[config.mk]
export PLATFORM = sky130hd
export DESIGN_NAME = fixed_slot_free_list_allocator
export DESIGN_NICKNAME = d
export VERILOG_FILES = /design/src/rtl/fsla_pkg.sv /design/src/rtl/fsla_ram.sv /design/src/rtl/fsla_ctrl.sv /design/src/rtl/fsla_dp.sv /design/src/rtl/fixed_slot_free_list_allocator.sv
export SDC_FILE = /design/constraint.sdc
export NUM_CORES = 1
export LEC_CHECK = 0
export BUFFER_PORTS_ARGS = -buffer_cell sky130_fd_sc_hd__buf_2
export CAP_MARGIN = 25
export CORE_MARGIN = 2
export CORE_UTILIZATION = 62
export CTS_CLUSTER_DIAMETER = 150
export DETAILED_ROUTE_END_ITERATION = 16
export GPL_TIMING_DRIVEN = 0
export PLACE_DENSITY = 0.82
export SLEW_MARGIN = 20
export SYNTH_ARGS = -nofsm -noshare
export SYNTH_HDL_FRONTEND = slang
export SYNTH_SLANG_ARGS = --single-unit
export TNS_END_PERCENT = 30
[constraint.sdc]
create_clock -name aclk -period 6.2 [get_ports aclk]
set_input_delay 0.93 -clock aclk [delete_from_list [all_inputs] [get_ports aclk]]
set_output_delay 0.93 -clock aclk [all_outputs]
set_load 0.005 [all_outputs]
[src/rtl/fsla_pkg.sv]
// ----------------------------------------------------------------------------
// fsla_pkg
// Shared types and constants for the fixed-slot free-list allocator.
// ----------------------------------------------------------------------------
`default_nettype none

package fsla_pkg;

    // Default pool size and the fixed width of the slot fields
    localparam int SLOTS_DEF = 64;
    localparam int SLOT_W    = 6;
    // Wide enough to compare any slot index against SLOTS (up to 65536)
    localparam int CMP_W     = 17;

    // Operation codes
    localparam logic OP_ALLOC = 1'b0;
    localparam logic OP_FREE  = 1'b1;

    // Result status codes
    localparam logic STATUS_DONE  = 1'b0;
    localparam logic STATUS_EMPTY = 1'b1;

    // Controller to datapath commands
    typedef struct packed {
        logic init_wr;     // clearing pass: write one link entry
        logic do_free;     // accepted free transaction
        logic do_alloc;    // accepted allocate, head available: read its link
        logic do_miss;     // accepted allocate on an empty pool
        logic fetch_load;  // link read data valid: pop head, load result
    } fsla_cmd_t;

    // Datapath to controller status
    typedef struct packed {
        logic init_last;   // clearing pass on its last entry
        logic head_ok;     // head holds a usable slot
        logic out_room;    // output register free or emptied this cycle
    } fsla_stat_t;

endpackage

`default_nettype wire

[src/rtl/fsla_ram.sv]
// ----------------------------------------------------------------------------
// fsla_ram
// Generic single-write, single-read RAM with registered read data.
// ----------------------------------------------------------------------------
`default_nettype none

module fsla_ram #(
    parameter int WIDTH = 8,
    parameter int DEPTH = 64,
    localparam int AW   = (DEPTH > 1) ? $clog2(DEPTH) : 1
) (
    input  wire logic             aclk,
    input  wire logic             wr_en,
    input  wire logic [AW-1:0]    wr_addr,
    input  wire logic [WIDTH-1:0] wr_data,
    input  wire logic [AW-1:0]    rd_addr,
    output logic      [WIDTH-1:0] rd_data
);

    logic [WIDTH-1:0] ram_reg [DEPTH];
    logic [WIDTH-1:0] rd_data_reg;

    // Write port
    always_ff @(posedge aclk) begin
        if (wr_en) begin
            ram_reg[wr_addr] <= wr_data;
        end
    end

    // Registered read port
    always_ff @(posedge aclk) begin
        rd_data_reg <= ram_reg[rd_addr];
    end

    assign rd_data = rd_data_reg;

endmodule

`default_nettype wire

[src/rtl/fsla_ctrl.sv]
// ----------------------------------------------------------------------------
// fsla_ctrl
// Controller: sequences the clearing pass, transaction acceptance and the
// link fetch of an allocate.
// ----------------------------------------------------------------------------
`default_nettype none

module fsla_ctrl
    import fsla_pkg::*;
(
    input  wire logic       aclk,
    input  wire logic       aresetn,
    input  wire logic       s_valid,
    input  wire logic       s_operation,
    output logic            s_ready,
    input  wire fsla_stat_t stat,
    output fsla_cmd_t       cmd
);

    typedef enum logic [2:0] {
        ST_INIT  = 3'b001,
        ST_IDLE  = 3'b010,
        ST_FETCH = 3'b100
    } state_t;

    state_t state_reg, state_next;
    logic   accept;

    // State register
    always_ff @(posedge aclk) begin
        if (!aresetn) begin
            state_reg <= ST_INIT;
        end else begin
            state_reg <= state_next;
        end
    end

    assign s_ready = (state_reg == ST_IDLE) && stat.out_room;
    assign accept  = s_valid && s_ready;

    // Next state and command decode
    always_comb begin
        state_next = state_reg;
        cmd        = '0;
        unique case (state_reg)
            ST_INIT: begin
                cmd.init_wr = 1'b1;
                if (stat.init_last) begin
                    state_next = ST_IDLE;
                end
            end
            ST_IDLE: begin
                if (accept) begin
                    if (s_operation == OP_FREE) begin
                        cmd.do_free = 1'b1;
                    end else if (stat.head_ok) begin
                        cmd.do_alloc = 1'b1;
                        state_next   = ST_FETCH;
                    end else begin
                        cmd.do_miss = 1'b1;
                    end
                end
            end
            ST_FETCH: begin
                cmd.fetch_load = 1'b1;
                state_next     = ST_IDLE;
            end
            default: begin
                state_next = ST_INIT;
            end
        endcase
    end

endmodule

`default_nettype wire

[src/rtl/fsla_dp.sv]
// ----------------------------------------------------------------------------
// fsla_dp
// Datapath: head register, link store, clearing counter and result register.
// ----------------------------------------------------------------------------
`default_nettype none

module fsla_dp
    import fsla_pkg::*;
#(
    parameter int SLOTS = SLOTS_DEF
) (
    input  wire logic              aclk,
    input  wire logic              aresetn,
    input  wire logic [SLOT_W-1:0] s_slot_index,
    input  wire logic              m_ready,
    output logic                   m_valid,
    output logic      [SLOT_W-1:0] m_granted_slot,
    output logic                   m_status,
    input  wire fsla_cmd_t         cmd,
    output fsla_stat_t             stat
);

    localparam int IDX_W  = (SLOTS > 1) ? $clog2(SLOTS) : 1;
    localparam int LINK_W = IDX_W + 1;
    localparam logic [CMP_W-1:0] SLOTS_CMP = CMP_W'(SLOTS);
    localparam logic [IDX_W-1:0] LAST_IDX  = IDX_W'(SLOTS - 1);

    // Link layout: {valid, index}
    logic [LINK_W-1:0] head_reg, head_next;
    logic [IDX_W-1:0]  init_cnt_reg, init_cnt_next;
    logic              m_valid_reg, m_valid_next;
    logic [SLOT_W-1:0] m_granted_slot_reg, m_granted_slot_next;
    logic              m_status_reg, m_status_next;

    logic [IDX_W-1:0]  head_idx;
    logic [CMP_W-1:0]  head_cmp;
    logic [CMP_W-1:0]  slot_cmp;
    logic              slot_in_range;
    logic [IDX_W-1:0]  slot_addr;

    logic              ram_we;
    logic [IDX_W-1:0]  ram_waddr;
    logic [LINK_W-1:0] ram_wdata;
    logic [LINK_W-1:0] ram_rdata;
    logic [LINK_W-1:0] init_link;

    // Index views and range checks
    assign head_idx      = head_reg[IDX_W-1:0];
    assign head_cmp      = CMP_W'(head_idx);
    assign slot_cmp      = CMP_W'(s_slot_index);
    assign slot_in_range = slot_cmp < SLOTS_CMP;
    assign slot_addr     = slot_cmp[IDX_W-1:0];

    // Reset chain: entry i links to i-1, entry 0 is null
    assign init_link = (init_cnt_reg == '0) ? '0
                                            : {1'b1, init_cnt_reg - IDX_W'(1)};

    // Link store write: clearing pass or push on free
    assign ram_we    = cmd.init_wr || (cmd.do_free && slot_in_range);
    assign ram_waddr = cmd.init_wr ? init_cnt_reg : slot_addr;
    assign ram_wdata = cmd.init_wr ? init_link : head_reg;

    fsla_ram #(
        .WIDTH (LINK_W),
        .DEPTH (SLOTS)
    ) u_link_ram (
        .aclk    (aclk),
        .wr_en   (ram_we),
        .wr_addr (ram_waddr),
        .wr_data (ram_wdata),
        .rd_addr (head_idx),
        .rd_data (ram_rdata)
    );

    // Clearing counter
    assign init_cnt_next = cmd.init_wr ? init_cnt_reg + IDX_W'(1) : init_cnt_reg;

    // Head update: push, pop or drop an unusable head
    always_comb begin
        head_next = head_reg;
        if (cmd.do_free && slot_in_range) begin
            head_next = {1'b1, slot_addr};
        end else if (cmd.fetch_load) begin
            head_next = ram_rdata;
        end else if (cmd.do_miss) begin
            head_next = '0;
        end
    end

    // Result register
    always_comb begin
        m_valid_next        = m_valid_reg && !m_ready;
        m_granted_slot_next = m_granted_slot_reg;
        m_status_next       = m_status_reg;
        if (cmd.do_free) begin
            m_valid_next        = 1'b1;
            m_granted_slot_next = '0;
            m_status_next       = STATUS_DONE;
        end else if (cmd.do_miss) begin
            m_valid_next        = 1'b1;
            m_granted_slot_next = '0;
            m_status_next       = STATUS_EMPTY;
        end else if (cmd.fetch_load) begin
            m_valid_next        = 1'b1;
            m_granted_slot_next = head_cmp[SLOT_W-1:0];
            m_status_next       = STATUS_DONE;
        end
    end

    always_ff @(posedge aclk) begin
        if (!aresetn) begin
            head_reg     <= {1'b1, LAST_IDX};
            init_cnt_reg <= '0;
            m_valid_reg  <= 1'b0;
        end else begin
            head_reg     <= head_next;
            init_cnt_reg <= init_cnt_next;
            m_valid_reg  <= m_valid_next;
        end
    end

    always_ff @(posedge aclk) begin
        m_granted_slot_reg <= m_granted_slot_next;
        m_status_reg       <= m_status_next;
    end

    // Status to the controller
    assign stat.init_last = (init_cnt_reg == LAST_IDX);
    assign stat.head_ok   = head_reg[IDX_W] && (head_cmp < SLOTS_CMP);
    assign stat.out_room  = !m_valid_reg || m_ready;

    assign m_valid        = m_valid_reg;
    assign m_granted_slot = m_granted_slot_reg;
    assign m_status       = m_status_reg;

endmodule

`default_nettype wire

[src/rtl/fixed_slot_free_list_allocator.sv]
// ----------------------------------------------------------------------------
// fixed_slot_free_list_allocator
// Pool allocator for SLOTS fixed slots kept as a last-in-first-out free list.
// ----------------------------------------------------------------------------
//  channel | direction | handshake          | payload
//  s_      | in        | s_valid / s_ready  | s_operation, s_slot_index
//  m_      | out       | m_valid / m_ready  | m_granted_slot, m_status
//
// A free and an allocate on an empty pool load the output register directly;
// an allocate first passes through ST_FETCH for the registered read of the
// head's link from the link store. After reset a clearing pass writes every
// link store entry to build the initial chain, with s_ready low. A result
// waits in the output register; a new transaction is taken once it empties.
// ----------------------------------------------------------------------------
`default_nettype none

module fixed_slot_free_list_allocator
    import fsla_pkg::*;
#(
    parameter int SLOTS = SLOTS_DEF
) (
    input  wire logic              aclk,
    input  wire logic              aresetn,
    input  wire logic              s_valid,
    output logic                   s_ready,
    input  wire logic              s_operation,
    input  wire logic [SLOT_W-1:0] s_slot_index,
    output logic                   m_valid,
    input  wire logic              m_ready,
    output logic      [SLOT_W-1:0] m_granted_slot,
    output logic                   m_status
);

    fsla_cmd_t  cmd;
    fsla_stat_t stat;

    fsla_ctrl u_ctrl (
        .aclk        (aclk),
        .aresetn     (aresetn),
        .s_valid     (s_valid),
        .s_operation (s_operation),
        .s_ready     (s_ready),
        .stat        (stat),
        .cmd         (cmd)
    );

    fsla_dp #(
        .SLOTS (SLOTS)
    ) u_dp (
        .aclk           (aclk),
        .aresetn        (aresetn),
        .s_slot_index   (s_slot_index),
        .m_ready        (m_ready),
        .m_valid        (m_valid),
        .m_granted_slot (m_granted_slot),
        .m_status       (m_status),
        .cmd            (cmd),
        .stat           (stat)
    );

`ifndef SYNTH
    // A link fetch only follows an accepted allocate
    a_fetch_after_alloc: assert property (@(posedge aclk) disable iff (!aresetn)
        cmd.fetch_load |-> $past(cmd.do_alloc))
        else $error("link fetch without a preceding allocate");

    // Never accept while a stalled result would be overwritten
    a_no_overrun: assert property (@(posedge aclk) disable iff (!aresetn)
        !(s_ready && m_valid && !m_ready))
        else $error("input ready while result stalled");

    // An empty-pool allocate reports failure next cycle
    a_miss_status: assert property (@(posedge aclk) disable iff (!aresetn)
        cmd.do_miss |=> (m_valid && (m_status == STATUS_EMPTY)))
        else $error("failed allocate not reported");

    // A failed allocate hands out slot zero
    a_miss_zero: assert property (@(posedge aclk) disable iff (!aresetn)
        (m_valid && (m_status == STATUS_EMPTY)) |-> (m_granted_slot == '0))
        else $error("failed allocate with non-zero slot");
`endif

endmodule

`default_nettype wire

==> implementation parameters, run 1 <==
Parameter                              Value

Status
  Outcome ... finished, final reports clean

CTS
  Maximum buffer depth of the clock tree ... 3
  Num CTS Buffers ... 45
  Setup repair bufs after CTS ... 0
  Number of clock sinks seen by CTS ... 479
  Source-to-sink clock delay at the later pin of the worst-skew pair ... 560 ps
  CTS tree ... yes
  CTS resizes ... 0
  Register clock-pin slew on the reported worst setup and hold paths ... 70 ps
  Number of hold-repair buffers added at the cts stage ... 0
  Clock tree root buffer cell ... sky130_fd_sc_hd__clkbuf_16
  H-tree level count ... 2

Drt
  Number of DRC markers after the initial detailed-route iteration ... 1,617
  Vias/cell ... 7.139
  Per-cell routed wire length ... 31.78 um
  # DRC ... 0
  Total vias in the final route ... 10,810
  Wirelength, routed ... 48.11 mm
  Number of iterations in the first detailed-routing pass ... 6
  Antenna Nets Post-Route ... 0

Die
  Boundary pin count ... 20
  Total die area ... 31,840 um^2
  Width of the die ... 178.4 um
  Effective utilization at floorplan ... 63.31%
  Site Rows ... 63
  Die boundary height ... 178.4 um
  Area of the core ... 29,800 um^2

Synthesis
  Mapped cell area ... 18,860 um^2
  Average cell area after synthesis ... 19.35 um^2
  Share of synthesized flip-flops with an asynchronous set or reset ... 0%
  Post-synthesis instance total ... 975
  Fraction of synthesized cell area taken by the top area cell type ... 71.31%
  Main area contributors after synthesis ... sky130_fd_sc_hd__edfxtp_1 (71%), sky130_fd_sc_hd__mux4_2 (13%), sky130_fd_sc_hd__dfxtp_1 (3.3%), sky130_fd_sc_hd__nor3_1 (1.9%), sky130_fd_sc_hd__a22oi_1 (1.2%)
  Most used flip-flop cell after synthesis ... sky130_fd_sc_hd__edfxtp_1
  Number of synthesized flops with an enable pin ... 448
  Cell taking the most area after synthesis ... sky130_fd_sc_hd__edfxtp_1
  Most common library cells after synthesis ... sky130_fd_sc_hd__edfxtp_1 (448), sky130_fd_sc_hd__mux4_2 (112), sky130_fd_sc_hd__nor3_1 (71), sky130_fd_sc_hd__nand2_1 (49), sky130_fd_sc_hd__clkbuf_1 (32)
  Number of library cell types mapped by synthesis ... 50
  Yosys Warn Count ... 0
  Fraction of the yosys area taken by sequential cells ... 74.60%
  Most repeated cell in the gate-level netlist after synthesis ... sky130_fd_sc_hd__edfxtp_1
  Synthesized flop and latch total ... 479
  Net count after synthesis ... 988

GRT
  Via count of the first global-routing pass ... 10,670
  Leftover overflow at the end of global routing ... 0
  Global routing usage summed across all routing layers ... 30.88%
  Largest net degree at the start of global routing ... 34
  Initial antenna violation count ... 0
  Wire length of the first global-routing pass ... 69.69 mm

Placement
  Worst slack at placement ... 2598 ps
  Post-detailed-placement cell area ... 20,010 um^2
  Number of cells after detailed placement ... 1,413
  Number of I/O port buffers ... 19
  Routability congestion estimate from global placement ... 0.9705
  Estimated wirelength of the detail-placed design ... 30.58 mm

Pwr
  Leakage Power ... 7.114 nW
  Power, Total ... 6.613 mW
  Largest vdd supply drop ... 0.0001998 V
  Total power divided by cell area ... 306.0 nW/um^2

Min path
  Hold Crit Depth ... 2
  Class of the most critical hold timing path ... reg2reg

Critical path
  Setup crit start kind ... register
  Crit path top cell by count ... sky130_fd_sc_hd__buf_2
  Critical Setup Path Class ... reg2reg
  Largest fanout on the critical path ... 10
  Kind of capture point of the worst setup path ... register
  Delay of the slowest cell on the worst path ... 980 ps
  Length in cells of the worst reg-to-reg path ... 6
  Data arrival, critical path ... 3860 ps
  Slowest library cell on the worst path ... sky130_fd_sc_hd__nor3_1
  CP required ... 6370 ps
  CP Cell Sequence ... nor3b_2 > buf_2 > a31oi_1 > buf_2 > clkbuf_1 > nor3_1

Final layout
  Area Overhead vs Synth ... 14.56%
  Max FFs per register ... 448
  Finished Core Util ... 72.53%
  Number of nets in the layout ... 1,103
  Post-layout instance area ... 21,610 um^2
  Number of cells in the finished layout apart from fillers ... 1,514
  Ant diodes ... 0
  Filler Cells Inserted ... 1,605
  Ratio of cells with drive above 1 in the final layout ... 28.56%

STA
  Number of hold violations in the final report ... 0
  Final Setup Violations ... 0
  Actual slew at the worst max-slew pin ... 1136 ps
  Relative max-transition margin ... 23.55%
  Minimum period implied by the final worst setup slack ... 3690 ps
  Unrepaired setup endpoints after global routing ... no
  Max-slew violation count ... 0
  Hold WS ... 472.2 ps
  Maximum clock skew at final layout ... 17.57 ps
  Upper clock frequency limit ... 271.0 MHz
  Setup ws final ... 2510 ps
  Final cycle utilization of the critical path ... 59.51%
  Setup TNS ... 0 ps

Flow run
  Number of max-capacitance violations reported ... 0
kinds of logic (layout without fill, tap and decap cells):
logic type	Yosys count	in the layout	share of synthesized area [%]
fa+ha+maj	2	2	0.1326
xor+xnor	7	7	0.3250
flops	479	479	74.60
buf+inv	66	215	1.691
compound gates	116	116	4.298
mux	121	121	13.95
simple gates	184	184	5.001
layout by cell type, fill, tap and decap left out, drive strengths merged, types with 2 or more instances in the layout:
| cell | n |
|---|---|
| a211o | 7 |
| nand3 | 2 |
| buf | 90 |
| nand2 | 51 |
| a31oi | 4 |
| a22oi | 31 |
| a221o | 6 |
| bufinv | 3 |
| mux4 | 112 |
| or3 | 2 |
| mux2 | 2 |
| dfxtp | 31 |
| nor4 | 6 |
| nor3b | 6 |
| inv | 6 |
| mux2i | 7 |
| clkinv | 21 |
| clkbuf | 93 |
| a21oi | 14 |
| nor2b | 6 |
| o22ai | 24 |
| clkinvlp | 2 |
| nand3b | 3 |
| nor3 | 71 |
| or3b | 4 |
| xnor2 | 5 |
| o21ai | 12 |
| ha | 2 |
| a21boi | 3 |
| a41oi | 2 |
| xor2 | 2 |
| nand4 | 3 |
| edfxtp | 448 |
| nand2b | 11 |
| nor2 | 11 |
| and2 | 7 |
| a211oi | 7 |
layout make-up:
| cell class | instances | area [um^2] | share of cell area, % |
|---|---|---|---|
| sequential | 479 | 14070 | 65.12 |
| multi-input combinational | 430 | 4696 | 21.73 |
| clock buffer | 54 | 1170 | 5.413 |
| timing repair buffer | 68 | 630.6 | 2.918 |
| tap | 390 | 488.0 | 2.258 |
| buffer | 61 | 300.3 | 1.390 |
| clock inverter | 27 | 234.0 | 1.083 |
| inverter | 5 | 18.77 | 0.08685 |
power breakdown:
group / switching (mW) / total, mW / internal (mW)
sequential: 0.00855 / 3.65 / 3.64
clock: 1.17 / 2.65 / 1.48
combinational: 0.232 / 0.322 / 0.0900
total: 1.41 / 6.61 / 5.20
worst paths after layout:
| path | from | end | slack (ps) |
|---|---|---|---|
| worst max-delay path | u_ctrl.state_reg[0] | u_dp.u_link_ram.ram_reg[26][4] | 2510 |
| worst min-delay path | u_dp.m_granted_slot[2] | u_dp.m_granted_slot[2] | 470 |
| worst max register to register | u_ctrl.state_reg[0] | u_dp.u_link_ram.ram_reg[26][4] | 2510 |
| worst min register to register | u_dp.m_granted_slot[2] | u_dp.m_granted_slot[2] | 470 |
per-layer routing:
metal	routed length [um]	track usage (%)	share of wire, %	vias up
met2	23100	49.28	48	899
met1	17010	41.47	35	5442
met4	2056	11.96	4.3	0
li1	-	-	-	4282
met5	0	0	0	-
met3	5946	8.014	12	186
critical path, delay by kind of cell, from the launching register on:
| family | cells | cell delay, ps |
|---|---|---|
| buffers and inverters | 3 | 1060 |
| flip-flops | 1 | 520 |
| AND/OR/NAND/NOR | 2 | 1450 |
| AO/OA/AOI/OAI | 1 | 270 |
(Power assumes the default switching activity.)
==> run 2: changes to the inputs <==
- CORE_UTILIZATION: 62 -> 56
- PLACE_DENSITY: 0.82 -> 0.79
- clock period: 6.2 -> 3.15 ns (I/O delays scaled with it)
==> run 2 against run 1 <==
  * The flow now finishes with violations (negative setup slack)
  * Sequential power grew 97%
  * Routed wire length shrank 2.0%
  * Total power grew 100%
  * Fmax grew 17%
  * Clock skew grew 12 ps
  * Count of clock-buffer cells in the layout grew 7
  * Combinational power grew 92%
  * Die area grew 10%
  * Highest routed layer is now met5
==> implementation parameters, run 2 (synthesis gave the netlist of run 1 again) <==
Parameter                              Value

Drt
  Total vias in the final route ... 10,610 (-1.9%)
  Per-cell routed wire length ... 30.25 um (-4.8%)
  Number of DRC markers after the initial detailed-route iteration ... 1,620 (+0.19%)
  Antenna Nets Post-Route ... 0 (unchanged)
  Number of iterations in the first detailed-routing pass ... 6 (unchanged)
  Wirelength, routed ... 47.13 mm (-2.0%)
  Vias/cell ... 6.807 (-4.7%)
  # DRC ... 0 (unchanged)

Critical path
  Critical path's top delay family ... simple AND/OR/NAND/NOR gates
  Largest fanout on the critical path ... 10 (unchanged)
  Critical Setup Path Class ... reg2reg
  Length in cells of the worst reg-to-reg path ... 5 (-1)
  Slowest library cell on the worst path ... sky130_fd_sc_hd__nor3_2
  CP Cell Sequence ... nor3b_2 > buf_2 > a2bb2oi_1 > clkbuf_1 > nor3_2
  Destination of the worst register-to-register timing path ... u_dp.u_link_ram.ram_reg[52][4]
  CP required ... 3350 ps (-3020 ps)
  Kind of capture point of the worst setup path ... register
  Data arrival, critical path ... 3370 ps (-490 ps)
  Critical Path Sink ... u_dp.u_link_ram.ram_reg[52][4]
  Setup crit start kind ... register
  Instance count on the critical path ... 5 (-1)
  Setup slack on the worst flop-to-flop path ... -20 ps (-2530 ps)
  Delay of the slowest cell on the worst path ... 750 ps (-230 ps)
  Critical path buffers and inverters ... 2 (-1)
  Start of the worst register-to-register path ... u_ctrl.state_reg[0]
  Critical path launch point ... u_ctrl.state_reg[0]

Placement
  Estimated wirelength of the detail-placed design ... 30.45 mm (-0.43%)
  Routability congestion estimate from global placement ... 1.025 (+5.7%)
  Number of I/O port buffers ... 19 (unchanged)
  Worst slack at placement ... -317.7 ps (-2916 ps)

Final layout
  Ratio of cells with drive above 1 in the final layout ... 30.45% (+1.9 points)
  Ant diodes ... 0 (unchanged)
  Filler Cells Inserted ... 2,092 (+30%)
  Area Overhead vs Synth ... 15.73%
  Leading cell type in the layout, fill and taps excluded ... sky130_fd_sc_hd__edfxtp_1
  Max FFs per register ... 448 (unchanged)
  Number of nets in the layout ... 1,090 (-1.2%)
  Most frequent cells in the layout ... sky130_fd_sc_hd__edfxtp_1 (448), sky130_fd_sc_hd__mux4_2 (112), sky130_fd_sc_hd__buf_2 (55)

STA
  Setup ws final ... -15.93 ps (-2526 ps)
  Setup TNS ... -146.1 ps (-146.1 ps)
  Relative max-transition margin ... 32.69% (+9.1 points)
  Minimum period implied by the final worst setup slack ... 3166 ps (-523.7 ps)
  Upper clock frequency limit ... 315.9 MHz (+17%)
  Max-slew violation count ... 0 (unchanged)
  Final cycle utilization of the critical path ... 100.5% (+41 points)
  Unrepaired setup endpoints after global routing ... yes
  Final Setup Violations ... 16 (+16)
  Number of hold violations in the final report ... 0 (unchanged)
  Actual slew at the worst max-slew pin ... 1006 ps (-130.4 ps)
  Maximum clock skew at final layout ... 29.88 ps (+12.32 ps)

Pwr
  Switching power share of the total ... 21.10% (-0.20 points)
  Combinational group share of total power ... 4.7% (-0.2 points)
  Largest vdd supply drop ... 0.0003936 V (+97%)
  Int Pwr ... 10.48 mW (+100%)
  Switching power of the nets ... 2.803 mW (+99%)
  Sequential Power Share ... 54.0% (-1.1 points)
  Share of power burned in the clock network ... 41.3% (+1.3 points)
  Power, Total ... 13.28 mW (+100%)
  Total power divided by cell area ... 608.5 nW/um^2 (+99%)
  Leakage Power ... 7.101 nW (-0.18%)

CTS
  Num CTS Buffers ... 45 (unchanged)
  Setup repair bufs after CTS ... 0 (unchanged)
  Source-to-sink clock delay at the later pin of the worst-skew pair ... 570 ps (about the same)
  Register clock-pin slew on the reported worst setup and hold paths ... 60 ps (about the same)
  Number of clock sinks seen by CTS ... 479 (unchanged)
  H-tree level count ... 2 (unchanged)
  Clock tree root buffer cell ... sky130_fd_sc_hd__clkbuf_16
  Maximum buffer depth of the clock tree ... 3 (unchanged)
  CTS tree ... yes

GRT
  Leftover overflow at the end of global routing ... 0 (unchanged)
  Largest net degree at the start of global routing ... 40 (+18%)
  Wire length of the first global-routing pass ... 69.90 mm (+0.31%)
  Global routing usage summed across all routing layers ... 27.23% (-3.7 points)
  Initial antenna violation count ... 1 (+1)
  Via count of the first global-routing pass ... 10,650 (-0.19%)

Die
  Effective utilization at floorplan ... 56.54% (-6.8 points)
  Die boundary height ... 187.5 um (+5.1%)
  Area of the core ... 33,360 um^2 (+12%)
  Site Rows ... 67 (+6.3%)
  Boundary pin count ... 20 (unchanged)
  Total die area ... 35,170 um^2 (+10%)
  Width of the die ... 187.5 um (+5.1%)

Status
  Outcome ... complete, but fails checks
  Violated checks ... negative setup slack

Min path
  Class of the most critical hold timing path ... in2reg

Flow run
  Number of max-capacitance violations reported ... 0 (unchanged)
-- run 2: cell types whose count changed in the layout (fill, tap and decap cells not counted), moves of 4 or more --
cell | previous run | this run
sky130_fd_sc_hd__nor3_1 | 43 | 15
sky130_fd_sc_hd__clkinv_1 | 6 | 2
sky130_fd_sc_hd__clkbuf_2 | 7 | 3
sky130_fd_sc_hd__clkbuf_1 | 40 | 44
sky130_fd_sc_hd__buf_2 | 62 | 55
sky130_fd_sc_hd__nor3_2 | 28 | 53
-- run 2: power by group through the flow --
stage	registers, mW	logic (mW)	clock network (mW)
after CTS	7.18	0.590	5.50
after global routing	7.18	0.642	5.73
after floorplan	7.33	0.215	0
after global placement	7.36	0.389	0
after detailed placement	7.31	0.575	0
final	7.18	0.619	5.49
-- run 2: metrics by stage --
step	area [um^2]	hold slack [ps]	util [%]	instances
floorplan	18870	436.3	-	975
global placement	19520	450.5	58.52	1442
detailed placement	20060	454.8	60.11	1473
CTS	21640	189.4	64.85	1553
global route	21830	229.4	65.43	1558
finish	21830	210.5	65.43	1558
-- run 2: area by class of cell --
type,instances,area (um^2),share of cell area [%]
clock buffers,61,1227,5.622
flip-flops and latches,479,14070,64.47
clock inverters,19,244.0,1.118
well taps,448,560.5,2.568
repair buffers,55,531.8,2.436
plain buffers,61,301.5,1.381
multi-input cells,430,4873,22.32
inverters,5,18.77,0.08597
-- run 2: worst min-delay path by stage --
stage	slack (ps)	cells past startpoint	from	end
2_1_floorplan	440	2	u_dp.u_link_ram.rd_data[6]	u_dp.head_reg[6]
3_3_place_gp	450	2	u_dp.m_granted_slot[2]	u_dp.m_granted_slot[2]
3_5_place_dp	450	2	u_dp.m_granted_slot[3]	u_dp.m_granted_slot[3]
4_1_cts	190	2	s_slot_index[1]	u_dp.head_reg[1]
5_1_grt	230	2	s_slot_index[1]	u_dp.head_reg[1]
6_report	210	2	s_slot_index[1]	u_dp.head_reg[1]
-- run 2: metal layers --
layer	part of all wire (%)	up-vias	track usage [%]	wire (um)
li1	-	4247	-	-
met1	37	5388	37.26	17430
met2	48	811	43.36	22680
met3	11	157	6.214	5101
met4	4.0	2	10.48	1893
met5	0.049	-	0	23
-- run 2: timing repair --
action | CTS | global route
hold buffers | 0 | 0
setup endpoints to repair | 222 | 176
resized for setup | 23 | 19
